`src/rtl/cau_pkg.sv`:
```
`default_nettype none
package cau_pkg;

  localparam int W  = 16;
  localparam int F  = 12;
  localparam int PW = 2 * W;
  localparam int SW = 2 * W + 1;
  localparam int MW = 2 * W;
  localparam int QW = W + 1;
  localparam int NW = MW + F;
  localparam int DW = MW + QW;
  localparam int CW = (NW > DW) ? NW : DW;

  localparam logic [2:0] CMD_ADD = 3'd0;
  localparam logic [2:0] CMD_SUB = 3'd1;
  localparam logic [2:0] CMD_MUL = 3'd2;
  localparam logic [2:0] CMD_DIV = 3'd3;
  localparam logic [2:0] CMD_EQ  = 3'd4;
  localparam logic [2:0] CMD_CNJ = 3'd5;

  localparam logic signed [SW-1:0] SAT_HI = {{(SW-W+1){1'b0}}, {(W-1){1'b1}}};
  localparam logic signed [SW-1:0] SAT_LO = {{(SW-W+1){1'b1}}, {(W-1){1'b0}}};
  localparam logic [QW-1:0] Q_MAXP = {2'b00, {(W-1){1'b1}}};
  localparam logic [QW-1:0] Q_MAXN = {2'b01, {(W-1){1'b0}}};

  typedef struct packed {
    logic [2:0]          cmd;
    logic signed [W-1:0] a_re;
    logic signed [W-1:0] a_im;
    logic signed [W-1:0] b_re;
    logic signed [W-1:0] b_im;
  } op_t;

  typedef struct packed {
    logic signed [W-1:0] res_re;
    logic signed [W-1:0] res_im;
    logic                is_equal;
    logic                div_by_zero;
    logic                overflow;
  } res_t;

  typedef struct packed {
    logic signed [W-1:0] val;
    logic                ov;
  } sat_t;

  typedef struct packed {
    logic [2:0]           cmd;
    res_t                 early;
    logic signed [PW-1:0] p_rr;
    logic signed [PW-1:0] p_ii;
    logic signed [PW-1:0] p_ri;
    logic signed [PW-1:0] p_ir;
    logic signed [PW-1:0] p_bb_re;
    logic signed [PW-1:0] p_bb_im;
  } pa_t;

  typedef struct packed {
    logic [2:0]    cmd;
    res_t          early;
    logic [1:0]    neg;
    logic [MW-1:0] mag_re;
    logic [MW-1:0] mag_im;
    logic [MW-1:0] den;
  } pb_t;

  typedef struct packed {
    logic [2:0]    cmd;
    res_t          early;
    logic [1:0]    neg;
    logic [1:0]    big;
    logic [MW-1:0] rem_re;
    logic [MW-1:0] rem_im;
    logic [QW-1:0] low_re;
    logic [QW-1:0] low_im;
    logic [QW-1:0] q_re;
    logic [QW-1:0] q_im;
    logic [MW-1:0] den;
  } dv_t;

  function automatic sat_t sat_w(input logic signed [SW-1:0] v);
    sat_t r;
    r.ov  = 1'b0;
    r.val = v[W-1:0];
    if (v > SAT_HI) begin
      r.ov  = 1'b1;
      r.val = SAT_HI[W-1:0];
    end else if (v < SAT_LO) begin
      r.ov  = 1'b1;
      r.val = SAT_LO[W-1:0];
    end
    return r;
  endfunction

endpackage
`default_nettype wire

```
`src/rtl/cau_comb.sv`:
```
`default_nettype none
module cau_comb (
  input  wire logic          clk,
  input  wire logic          rst,
  input  wire logic          pa_valid,
  output logic               pa_stall,
  input  wire cau_pkg::pa_t  pa,
  output logic               pb_valid,
  input  wire logic          pb_stall,
  output cau_pkg::pb_t       pb
);
  import cau_pkg::*;

  logic                 en;
  pb_t                  pb_next;
  logic signed [SW-1:0] m_re, m_im, n_re, n_im;
  sat_t                 s_re, s_im;

  assign en       = !pb_valid || !pb_stall;
  assign pa_stall = !en;

  always_comb begin
    m_re = (SW'(pa.p_rr) - SW'(pa.p_ii)) >>> F;
    m_im = (SW'(pa.p_ri) + SW'(pa.p_ir)) >>> F;
    n_re = SW'(pa.p_rr) + SW'(pa.p_ii);
    n_im = SW'(pa.p_ir) - SW'(pa.p_ri);
    s_re = sat_w(m_re);
    s_im = sat_w(m_im);
    pb_next        = '0;
    pb_next.cmd    = pa.cmd;
    pb_next.early  = pa.early;
    if (pa.cmd == CMD_MUL) begin
      pb_next.early.res_re   = s_re.val;
      pb_next.early.res_im   = s_im.val;
      pb_next.early.overflow = s_re.ov || s_im.ov;
    end
    pb_next.neg    = {n_im[SW-1], n_re[SW-1]};
    pb_next.mag_re = n_re[SW-1] ? MW'(-n_re) : MW'(n_re);
    pb_next.mag_im = n_im[SW-1] ? MW'(-n_im) : MW'(n_im);
    pb_next.den    = MW'($unsigned(pa.p_bb_re)) + MW'($unsigned(pa.p_bb_im));
  end

  always_ff @(posedge clk) begin
    if (rst) begin
      pb_valid <= 1'b0;
    end else if (en) begin
      pb_valid <= pa_valid;
    end
  end

  always_ff @(posedge clk) begin
    if (en && pa_valid) begin
      pb <= pb_next;
    end
  end

endmodule
`default_nettype wire

```
`config.mk`:
```
export PLATFORM = sky130hd
export DESIGN_NAME = cau_comb
export DESIGN_NICKNAME = d
export VERILOG_FILES = /design/src/rtl/cau_pkg.sv /design/src/rtl/cau_comb.sv
export SDC_FILE = /design/constraint.sdc
export NUM_CORES = 1
export LEC_CHECK = 0
export ABC_AREA = 0
export BUFFER_PORTS_ARGS = -buffer_cell sky130_fd_sc_hd__buf_4
export CAP_MARGIN = 20
export CORE_MARGIN = 5
export CORE_UTILIZATION = 30
export DETAILED_ROUTE_END_ITERATION = 16
export PLACE_DENSITY = 0.47
export RECOVER_POWER = 50
export SYNTH_ARGS = -nofsm -noshare
export SYNTH_HDL_FRONTEND = slang
export SYNTH_SLANG_ARGS = --single-unit
```
`constraint.sdc`:
```
create_clock -name clk -period 11.85 [get_ports clk]
set_input_delay 0.5925 -clock clk [delete_from_list [all_inputs] [get_ports clk]]
set_output_delay 0.5925 -clock clk [all_outputs]
set_load 0.03 [all_outputs]
```
; ---- Yosys cells after proc, flatten, opt, wreduce, memory -nomap -nowiden
; Cells that the tools add are included.
[totals]
input_bits = 234
reg_bits = 137
[classes]
n_eq_ne = 1
n_reduce_logical = 6
muxes = 8
n_addsub = 7
n_lt_le_gt_ge = 4
[op_table]
columns = operator, n
row1 = $mux 32, 3
row2 = $mux 17, 4
row3 = $add 32x32->33, 2
row4 = $sub 32x32->33, 2
row5 = $neg 32->32, 2
row6 = $gt 21x16->1 const B, 2
row7 = $lt 21x16->1 const B, 2
row8 = $add 32x32->32, 1
row9 = $eq 3x2->1 const B, 1
row10 = $logic_not 1->1, 3
row11 = $logic_or 1x1->1, 2
row12 = $logic_and 1x1->1, 1
row13 = $mux 1, 1

; ---- Longest topological paths before layout
[depth]
word_depth = 6
mapped_depth = 17
depth_no_buf = 16

; ---- Worst setup path before layout
; OpenSTA, ideal clock, no wires.
[synth_timing]
path_kind = input-to-reg
start = input port pb_stall
end = register pb[0] (netlist bit) (enable)
setup_ns = 0.646
cell_stages = 2
t_arrival_ns = 6.858
setup_slack_ns = 4.346
path_buffers = 0
path_cell_list = and2_1 -> nor2b_1
[synth_via]
elab_chain_cells = 3
[synth_rtl]
columns = item, line
row1 = from (decl), cau_comb.sv:9  ; input wire logic pb_stall,
row2 = $logic_not 1->1, cau_comb.sv:19  ; assign en = !pb_valid || !pb_stall;
row3 = $logic_or 1x1->1, cau_comb.sv:19
row4 = $logic_and 1x1->1, cau_comb.sv:52  ; if (en && pa_valid) begin
row5 = to (signal assigned), cau_comb.sv:53  ; pb <= pb_next;
row6 = to (decl), cau_comb.sv:10  ; output cau_pkg::pb_t pb
; Every way passes these cells.
; A chain may end at the register's enable or synchronous reset.

; ---- Worst setup path after layout
[layout_timing]
start = register pb_valid
end = register pb[25] (netlist bit) (enable)
[layout_via]
elab_chain_cells = 3
[layout_rtl]
columns = item, line
row1 = from (decl), cau_comb.sv:8  ; output logic pb_valid,
row2 = from (signal assigned), cau_comb.sv:47  ; pb_valid <= pa_valid;
row3 = $logic_not 1->1, cau_comb.sv:19
row4 = $logic_or 1x1->1, cau_comb.sv:19
row5 = $logic_and 1x1->1, cau_comb.sv:52
; Every way passes these cells.

==> metrics.txt <==
sequential cell area fraction in the yosys report=29.0%; power per cell area=122 nW/um2; Total GRT Usage=18.6%; Synth Area in Compound Gates=23.2%; DR top layer=met5; commonest non-fill, non-tap cells in the layout=228 x buf_4, 163 x nor2_1, 161 x ha_1; met3 wire len=3230 um; WP data required=11.95 ns; clock tree buffer depth=2; synthesized instance count=1,627; Worst setup SP type=register; vias per cell=5.16; ys async rst share=0%; Ant. Diodes=0; adder-cell share of the synthesized area=14.7%; Post-DRT Antenna Nets=0; PostCTS Resize Cnt=0; WL/cell=19.5 um; Post-DP Area=17,500 um2; Final period util=49.7%; synthesized flop and latch total=137; Worst Skew=0.00962 ns; # IOs=372; RePlAce Congestion=0.889; post-CTS setup buffers=0; total grt overflow=0; CTS Buf Count=17; Die ar.=51,700 um2; Fmax=0.170 GHz; leak pwr=0.00726 uW; initial antenna violation count=2; detailed-route via count=13,328; FILL cells=4,981; I/O Buffers=371; first-pass GRT wire length=74,100 um; vias in the first global route=12,715; CP Capture Type=register; Worst Hold Class=input port to register; post-synthesis simple-gate area fraction=17.1%; syn nets=2,025; CTS hold repair buffers=0; # rows=79; CTS sink count=137; post-synthesis mux area share=0.450%; die width=227 um; unrepaired setup endpoints after global routing=no; final setup TNS=0 ns; crit path time final=5.89 ns; relative slew slack=-115%; CP Class=register to register; die height=227 um; Max VDD drop=0.0761 mV; final wirelength=50,200 um; max-cap viol count=2; wl on met1=23,600 um; NumNets Final=2,360; DR pass1 iterations=5; Worst-path clk slew=0.07 ns; Synth-to-Final Area Change=23.8%; largest net degree at the start of global routing=67; CTS tree=built; Clock Latency Late Sink=0.47 ns; DRC Markers=0; clock root buffer=clkbuf_16; Worst Tran Pin Value=3.23 ns; Met2 Routed Length=22,700 um; Synth Area in XOR/XNOR=10.0%; failing checks=capacitance limit, slew limit; # setup viols final=0; Mapped Avg Cell Area=8.71 um2; initial drt markers=857; WHS Path Cells=2; post-synth cell types=92; main combinational cell family by area after synthesis=compound AO/OA/AOI/OAI gates; layout cell share with drive strength beyond 1=15.4%; R2R cell count=4; Pwr Total=2140 uW; Syn Std Cell Area=14,200 um2; Max Slew Vio Count=74; Post-synth EDFFs=136; Finished Cell Area=17,500 um2; Fin. Hold Viols=0; synth warn=0; crit-path max FO=66; Main synth FF type=edfxtp_1; Initial Util=30.4%; Arr. time, crit path=5.99 ns; most common cell after layout, fill and taps aside=buf_4; hpwl dp=41,300 um; Core Box Area=46,700 um2; # H-tree levels=4; status=finished with violations
==> cells in the mapped netlist, types with 8 or more instances <==
| cell | count | area, um2 |
|---|---|---|
| nor2_1 | 163 | 612 |
| xor2_1 | 33 | 289 |
| and3_1 | 15 | 93.8 |
| a31oi_1 | 30 | 188 |
| nand4_1 | 18 | 113 |
| or3_1 | 16 | 100 |
| or2_2 | 11 | 68.8 |
| o31a_1 | 8 | 70.1 |
| a21oi_1 | 136 | 681 |
| nand3_1 | 27 | 135 |
| buf_2 | 20 | 100 |
| clkbuf_1 | 38 | 143 |
| a2111oi_0 | 10 | 87.6 |
| nand2_1 | 57 | 214 |
| xnor2_1 | 127 | 1110 |
| edfxtp_1 | 136 | 4080 |
| a311oi_1 | 9 | 78.8 |
| nor3_1 | 40 | 200 |
| o21bai_1 | 24 | 180 |
| ha_1 | 161 | 2010 |
| o21ai_0 | 70 | 350 |
| nor4_1 | 20 | 125 |
| o22ai_1 | 17 | 106 |
| o211ai_1 | 10 | 75.1 |
| a21o_1 | 31 | 233 |
| o31ai_1 | 26 | 195 |
| inv_1 | 135 | 507 |
| o21a_1 | 14 | 105 |
| nand2b_1 | 22 | 138 |
| o22a_1 | 15 | 131 |
| nor2b_1 | 32 | 200 |
| a211oi_1 | 10 | 75.1 |
| and2_1 | 13 | 81.3 |
==> cell families after synthesis <==
logic type               after synthesis
AND/OR/NAND/NOR                      475
buffers and inverters                198
XOR/XNOR                             161
flip-flops                           137
multiplexers                           6
AO/OA/AOI/OAI                        485
adder cells (fa/ha/maj)              165
==> where the power goes <==
part           leakage, uW  switching [uW]  internal, uW
logic              0.00566             594           330
registers          0.00132            26.3           636
clock network     0.000281             257           296
total              0.00726             877          1260
==> final cells by class <==
type                    instances  area, um2  share of cell area, %
flip-flops and latches        137       4100                   23.4
multi-input cells            1292       9300                   53.0
well taps                     607        759                   4.33
inverters                     137        514                   2.93
clock inverters                15        156                  0.892
repair buffers                377       2290                   13.0
clock buffers                  17        425                   2.43
==> worst paths after layout <==
check,from,to,slack (ns)
worst max-delay path,pb_valid,pb[25],5.96
worst min-delay path,rst,pb_valid,0.26
worst max register to register,pb_valid,pb[25],5.96
worst min register to register,pb_valid,pb_valid,0.70
==> critical path: stages, from the launching register on <==
cell	delay, ns
dfxtp_1	0.32
and2_0	0.19
nor2b_1	1.52
clkbuf_1	2.36
buf_4	1.00
==> metal layers <==
layer	track usage (%)	vias up
li1	-	6651
met1	26.0	6257
met2	29.4	380
met3	4.37	36
met4	4.38	4
met5	0	-
==> metrics by stage <==
stage / cells / hold slack, ns / worst slack, ns / utilization [%]
6_report: 2582 / 0.265 / 5.96 / 37.6
5_1_grt: 2582 / 0.229 / 5.47 / 37.6
4_1_cts: 2581 / 0.220 / 7.12 / 38.8
3_5_place_dp: 2549 / 0.704 / 6.60 / 37.5
3_3_place_gp: 2549 / 0.690 / 6.70 / 37.5
2_1_floorplan: 1627 / 0.665 / 4.35 / -
==> flip-flops by register name, indices dropped and copies added, names as in the netlist <==
register and count:
pb 136, pb_valid 1
Note: power is estimated with default switching activity, not from simulation.
