### src/rtl/cau_pkg.sv
`default_nettype none
package cau_pkg;

  localparam int W  = 16;
  localparam int F  = 12;
  localparam int PW = 2 * W;
  localparam int SW = 2 * W + 1;
  localparam int MW = 2 * W;
  localparam int QW = W + 1;
  localparam int NW = MW + F;
  localparam int DW = MW + QW;
  localparam int CW = (NW > DW) ? NW : DW;

  localparam logic [2:0] CMD_ADD = 3'd0;
  localparam logic [2:0] CMD_SUB = 3'd1;
  localparam logic [2:0] CMD_MUL = 3'd2;
  localparam logic [2:0] CMD_DIV = 3'd3;
  localparam logic [2:0] CMD_EQ  = 3'd4;
  localparam logic [2:0] CMD_CNJ = 3'd5;

  localparam logic signed [SW-1:0] SAT_HI = {{(SW-W+1){1'b0}}, {(W-1){1'b1}}};
  localparam logic signed [SW-1:0] SAT_LO = {{(SW-W+1){1'b1}}, {(W-1){1'b0}}};
  localparam logic [QW-1:0] Q_MAXP = {2'b00, {(W-1){1'b1}}};
  localparam logic [QW-1:0] Q_MAXN = {2'b01, {(W-1){1'b0}}};

  typedef struct packed {
    logic [2:0]          cmd;
    logic signed [W-1:0] a_re;
    logic signed [W-1:0] a_im;
    logic signed [W-1:0] b_re;
    logic signed [W-1:0] b_im;
  } op_t;

  typedef struct packed {
    logic signed [W-1:0] res_re;
    logic signed [W-1:0] res_im;
    logic                is_equal;
    logic                div_by_zero;
    logic                overflow;
  } res_t;

  typedef struct packed {
    logic signed [W-1:0] val;
    logic                ov;
  } sat_t;

  typedef struct packed {
    logic [2:0]           cmd;
    res_t                 early;
    logic signed [PW-1:0] p_rr;
    logic signed [PW-1:0] p_ii;
    logic signed [PW-1:0] p_ri;
    logic signed [PW-1:0] p_ir;
    logic signed [PW-1:0] p_bb_re;
    logic signed [PW-1:0] p_bb_im;
  } pa_t;

  typedef struct packed {
    logic [2:0]    cmd;
    res_t          early;
    logic [1:0]    neg;
    logic [MW-1:0] mag_re;
    logic [MW-1:0] mag_im;
    logic [MW-1:0] den;
  } pb_t;

  typedef struct packed {
    logic [2:0]    cmd;
    res_t          early;
    logic [1:0]    neg;
    logic [1:0]    big;
    logic [MW-1:0] rem_re;
    logic [MW-1:0] rem_im;
    logic [QW-1:0] low_re;
    logic [QW-1:0] low_im;
    logic [QW-1:0] q_re;
    logic [QW-1:0] q_im;
    logic [MW-1:0] den;
  } dv_t;

  function automatic sat_t sat_w(input logic signed [SW-1:0] v);
    sat_t r;
    r.ov  = 1'b0;
    r.val = v[W-1:0];
    if (v > SAT_HI) begin
      r.ov  = 1'b1;
      r.val = SAT_HI[W-1:0];
    end else if (v < SAT_LO) begin
      r.ov  = 1'b1;
      r.val = SAT_LO[W-1:0];
    end
    return r;
  endfunction

endpackage
`default_nettype wire

### src/rtl/cau_prod.sv
`default_nettype none
module cau_prod (
  input  wire logic          clk,
  input  wire logic          rst,
  input  wire logic          op_valid,
  output logic               op_stall,
  input  wire cau_pkg::op_t  op,
  output logic               pa_valid,
  input  wire logic          pa_stall,
  output cau_pkg::pa_t       pa
);
  import cau_pkg::*;

  logic en;
  pa_t  pa_next;
  sat_t s_re, s_im;

  assign en       = !pa_valid || !pa_stall;
  assign op_stall = !en;

  always_comb begin
    pa_next         = '0;
    pa_next.cmd     = op.cmd;
    pa_next.p_rr    = PW'(op.a_re * op.b_re);
    pa_next.p_ii    = PW'(op.a_im * op.b_im);
    pa_next.p_ri    = PW'(op.a_re * op.b_im);
    pa_next.p_ir    = PW'(op.a_im * op.b_re);
    pa_next.p_bb_re = PW'(op.b_re * op.b_re);
    pa_next.p_bb_im = PW'(op.b_im * op.b_im);
    s_re = '0;
    s_im = '0;
    case (op.cmd)
      CMD_ADD: begin
        s_re = sat_w(SW'(op.a_re) + SW'(op.b_re));
        s_im = sat_w(SW'(op.a_im) + SW'(op.b_im));
      end
      CMD_SUB: begin
        s_re = sat_w(SW'(op.a_re) - SW'(op.b_re));
        s_im = sat_w(SW'(op.a_im) - SW'(op.b_im));
      end
      CMD_CNJ: begin
        s_re = sat_w(SW'(op.a_re));
        s_im = sat_w(-SW'(op.a_im));
      end
      default: begin
        s_re = '0;
        s_im = '0;
      end
    endcase
    pa_next.early.res_re   = s_re.val;
    pa_next.early.res_im   = s_im.val;
    pa_next.early.overflow = s_re.ov || s_im.ov;
    pa_next.early.is_equal = (op.cmd == CMD_EQ) && (op.a_re == op.b_re)
                             && (op.a_im == op.b_im);
  end

  always_ff @(posedge clk) begin
    if (rst) begin
      pa_valid <= 1'b0;
    end else if (en) begin
      pa_valid <= op_valid;
    end
  end

  always_ff @(posedge clk) begin
    if (en && op_valid) begin
      pa <= pa_next;
    end
  end

endmodule
`default_nettype wire

### config.mk
export PLATFORM = sky130hd
export DESIGN_NAME = cau_prod
export DESIGN_NICKNAME = d
export VERILOG_FILES = /design/src/rtl/cau_pkg.sv /design/src/rtl/cau_prod.sv
export SDC_FILE = /design/constraint.sdc
export NUM_CORES = 2
export LEC_CHECK = 0
export ABC_AREA = 1
export BUFFER_PORTS_ARGS = -buffer_cell sky130_fd_sc_hd__buf_2
export CAP_MARGIN = 30
export CORE_ASPECT_RATIO = 1.1
export CORE_MARGIN = 2
export CORE_UTILIZATION = 36
export CTS_BUF_LIST = sky130_fd_sc_hd__clkbuf_2
export DETAILED_ROUTE_END_ITERATION = 16
export PLACE_DENSITY_LB_ADDON = 0.15
export SYNTH_ARGS = -nofsm -noshare
export SYNTH_HDL_FRONTEND = slang
export SYNTH_SLANG_ARGS = --single-unit
### constraint.sdc
create_clock -name clk -period 13.8 [get_ports clk]
set_input_delay 1.38 -clock clk [delete_from_list [all_inputs] [get_ports clk]]
set_output_delay 1.38 -clock clk [all_outputs]
set_load 0.1 [all_outputs]
# Word-level counts from Yosys, hierarchy flattened
# Cells that the tools add are included.
[word_totals] reg_bits=230
[classes] order_cmp=12 muxes=14 reduce_logical=9 eq_ne=5 add_sub_neg=5 n_mul=6
[ops] cell="17-bit two-way mux" n=12
[ops] cell="16-bit by 16-bit multiplier with 32-bit output" n=6
[ops] cell="17-bit case mux with 3 select lines" n=2
[ops] cell="17-bit by 16-bit greater-than comparator with 1-bit output (second input constant)" n=4
[ops] cell="17-bit by 16-bit less-than comparator with 1-bit output (second input constant)" n=4
[ops] cell="16-bit by 16-bit adder with 17-bit output" n=2
[ops] cell="16-bit by 16-bit subtractor with 17-bit output" n=2
[ops] cell="33-bit by 16-bit greater-than comparator with 1-bit output (second input constant)" n=1
[ops] cell="33-bit by 16-bit less-than comparator with 1-bit output (second input constant)" n=1
[ops] cell="16-bit negation with 33-bit output" n=1
[ops] cell="16-bit == test" n=2
[ops] cell="16-bit greater-than comparator (second input constant)" n=1
[ops] cell="16-bit less-than comparator (second input constant)" n=1
[ops] cell="3-bit == test (second input constant)" n=2
[ops] cell="3-bit by 1-bit == test with 1-bit output (second input constant)" n=1
[ops] cell="1-bit logical AND" n=3
[ops] cell="1-bit zero test" n=3
[ops] cell="3-bit zero test" n=1
[ops] cell="1-bit logical OR" n=2

# Longest topological paths before layout
[depth] depth_word=6 depth_mapped=27 ltp_nobuf=25

# Worst setup path after synthesis
# No wires, ideal clock.
[synth_path] path_kind="in2reg" from="input pa_stall" to="register pa[0] (netlist bit), enable pin" setup_time_ns=0.817 cell_stages=3 t_arrival_ns=11.448 slack_ns=1.535 path_cell_list="nand2_1 inv_1 nor2_1"
[synth_between] elab_chain_cells=3
[synth_rtl] element="start, declared" line_no="cau_prod.sv:9" text="input wire logic pa_stall,"
[synth_rtl] element="1-bit zero test" line_no="cau_prod.sv:18" text="assign en = !pa_valid || !pa_stall;"
[synth_rtl] element="1-bit logical OR" line_no="cau_prod.sv:18"
[synth_rtl] element="1-bit logical AND" line_no="cau_prod.sv:66" text="if (en && op_valid) begin"
[synth_rtl] element="end signal, assigned" line_no="cau_prod.sv:67" text="pa <= pa_next;"
[synth_rtl] element="end, declared" line_no="cau_prod.sv:10" text="output cau_pkg::pa_t pa"
# Every way passes these cells.
# A chain may end at the register's enable or synchronous reset.

==> metrics <==
row cnt=170; die width=427.4 µm; RSZ-0062 raised after global routing=no; # Max-Cap Violations=0; Post-Layout Inst Area=0.07575 mm²; GRT Util Overall=0.2190; TritonRoute pass-1 iters=5; Final Wtd Congestion=0.9039; Worst-path clk slew=110 ps; vias per cell=4.691; CTS tree=yes; Worst EP arrival=7830 ps; Mapped Area=0.07098 mm²; crit-path max cell delay=690 ps; Final setup viols=0; Via Count=52.91k; met2 GRT Util=0.3638; share of cells above drive strength 1=0.06682; largest net degree at the start of global routing=119; final net count=10.82k; Worst Setup End Kind=register; Area Growth Syn to Fin=6.716%; Crit-path slowest cell=buf_2; final core occ=0.3875; DP HPWL=164.1 mm; initial core utilization=0.3631; worst-skew pair later-pin latency=1460 ps; Max clock buf depth=3; min Tclk post-route=6688 ps; Inserted Clock Buffers=73; sequential area share after synthesis=0.09632; clk sinks=228; Root Buffer=clkbuf_2; Ports=303; M1 GR Usage=0.2994; setup TNS=0 ps; Synth Flop Type=edfxtp_1; Die Height=469.7 µm; fmax=149.5 MHz; Core Region=0.1955 mm²; Iteration-0 DRC Markers=2823; status=completed; initial antenna violation count=10; synth warn=0; period utilisation layout=0.4846; I/O Buffers=299; Tightest Pin Transition=965.9 ps; post-CTS setup buffer count=0; met3 GRT Util=0.02409; Post-synth EDFFs=227; layer with the highest usage=met2; Pins Over Slew Limit=0; post-synth cell types=56; die footprint=0.2007 mm²; Fin. Hold Viols=0; FF+latch count, synth=228; vias in the first global route=58.29k; CTS resizes=0; depth of the CTS H-tree=3; Critical Path, Cell by Cell=buf_2, inv_1, buf_4, nor2_1, fa_1, fa_1, inv_1, fa_1, inv_1, fa_1, fa_1, inv_1, fa_1, inv_1, ha_1, nand2_1, nor2_1, inv_1, nor3_1, nand2_1, o211ai_1, nand3_1, nand2_1, xor2_1; global-route wire length before repair=339.0 mm; cells after synthesis=8496; DRC viols=0; grt ovf=0; worst-path fanout max=33; DRT Wirelength=212.5 mm; Worst setup SP type=primary input; hold crit path type=primary input to register; number of antenna-violating nets in the routed design=0; Critical Path RT=14940 ps; CTS hold repair buffers=2; Crit Path Class=primary input to register; Fin Clk Skew=113.8 ps; placed instance area=0.07502 mm²; ys async rst share=0; syn_area_per_cell=8.354 µm²; Rel. slew slack=0.3561; Avg WL per Cell=18.84 µm
==> metrics by stage <==
step	setup WS, ps	hold WS [ps]	std cells
floorplan	1535	915.8	8498
global route	6874	111.1	11280
detailed placement	5687	490.6	11150
global placement	5801	454.2	11150
finish	7112	315.9	11280
CTS	7406	0.7666	11280
==> logic make-up after synthesis <==
kind of cell	Yosys count	share of synthesized area
buf+inv	2940	0.1571
simple gates	2355	0.1334
fa+ha+maj	2102	0.5311
compound gates	580	0.04622
xor+xnor	290	0.03578
flops	228	0.09632
other cells	1	0.00005283
==> synth_stat cells, types with 19 or more instances <==
master | instances | area share
o211ai_1 | 19 | 0.0020
nand2_1 | 1772 | 0.094
inv_1 | 2608 | 0.14
buf_1 | 83 | 0.0044
clkbuf_1 | 184 | 0.0097
xnor2_1 | 88 | 0.011
o21ai_1 | 19 | 0.0013
nor2_1 | 281 | 0.015
a21oi_1 | 263 | 0.019
xor2_1 | 202 | 0.025
nand4_1 | 33 | 0.0029
inv_2 | 28 | 0.0015
o21ai_0 | 155 | 0.011
a21o_1 | 27 | 0.0029
o21bai_1 | 29 | 0.0031
nor3_1 | 44 | 0.0031
nand3_1 | 150 | 0.011
edfxtp_1 | 227 | 0.096
fa_1 | 1518 | 0.43
ha_1 | 584 | 0.10
==> flip-flops by register name, summed over array words and instances, names as in the netlist <==
name and cells:
pa 227, pa_valid 1
==> layer usage <==
layer / routed length [µm] / vias to the layer above
met2: 101000 / 1099
met4: 6418 / 8
met5: 55 / -
met1: 96130 / 26780
li1: - / 24770
met3: 8974 / 254
==> path summary, 6_finish.rpt <==
check        cells after the start                  start                     to  slack [ps]
max                             24                 op[15]       pa[27]$_DFFE_PP_        7110
min                              1                 op[64]      pa[227]$_DFFE_PP_         320
max reg2reg                      5  pa_valid$_SDFFE_PP0N_        pa[8]$_DFFE_PP_       11500
min reg2reg                      3  pa_valid$_SDFFE_PP0N_  pa_valid$_SDFFE_PP0N_        1040
==> cells in the final DEF (no fill, tap or decap), types with 5 or more instances in the layout <==
cell      Yosys  final
inv_1      2608   2608
nand3_1     150    150
o21ai_1      19     19
xor2_1      202    202
o211ai_1     19     19
nand3_2      14     14
clkbuf_2      0     97
ha_1        584    584
a31o_2        6      6
a211oi_1      5      5
nor2_1      281    280
nor3_1       44     42
or2_2         6      6
a21boi_0      7      7
nand4_1      33     33
a21boi_1      8      8
nand2_1    1772   1772
o21bai_1     29     29
nor2_4        6      7
a31oi_1      17     17
buf_2        18    299
a21oi_1     263    263
fa_1       1518   1518
a221oi_1      8      8
a21o_1       27     27
nand2_2      18     18
nor2_2       10     10
o21ai_0     155    155
edfxtp_1    227    227
xnor2_1      88     88
clkinv_2      1      9
nor4_1       11     11
clkinv_1      1     17
buf_4         9     70
inv_2        28     29
==> critical path: cells and delay by family <==
| family | cells | cell delay [ps] |
|---|---|---|
| AO/OA/AOI/OAI | 1 | 260 |
| XOR/XNOR | 1 | 60 |
| adder cells (fa/ha/maj) | 7 | 3210 |
| buffers and inverters | 8 | 1950 |
| AND/OR/NAND/NOR | 7 | 920 |
==> area by class of cell <==
cell class	count	area (µm²)
fillers	20220	119700
multi-input cells	5330	53010
inverters	2638	9903
flip-flops and latches	228	6837
well taps	2580	3228
repair buffers	372	2062
clock buffers	97	485.5
clock inverters	30	209.0
diodes	3	7.507
Power is not shown: default switching activity piles up to over one toggle a cycle in this logic, so the estimate is an artifact.
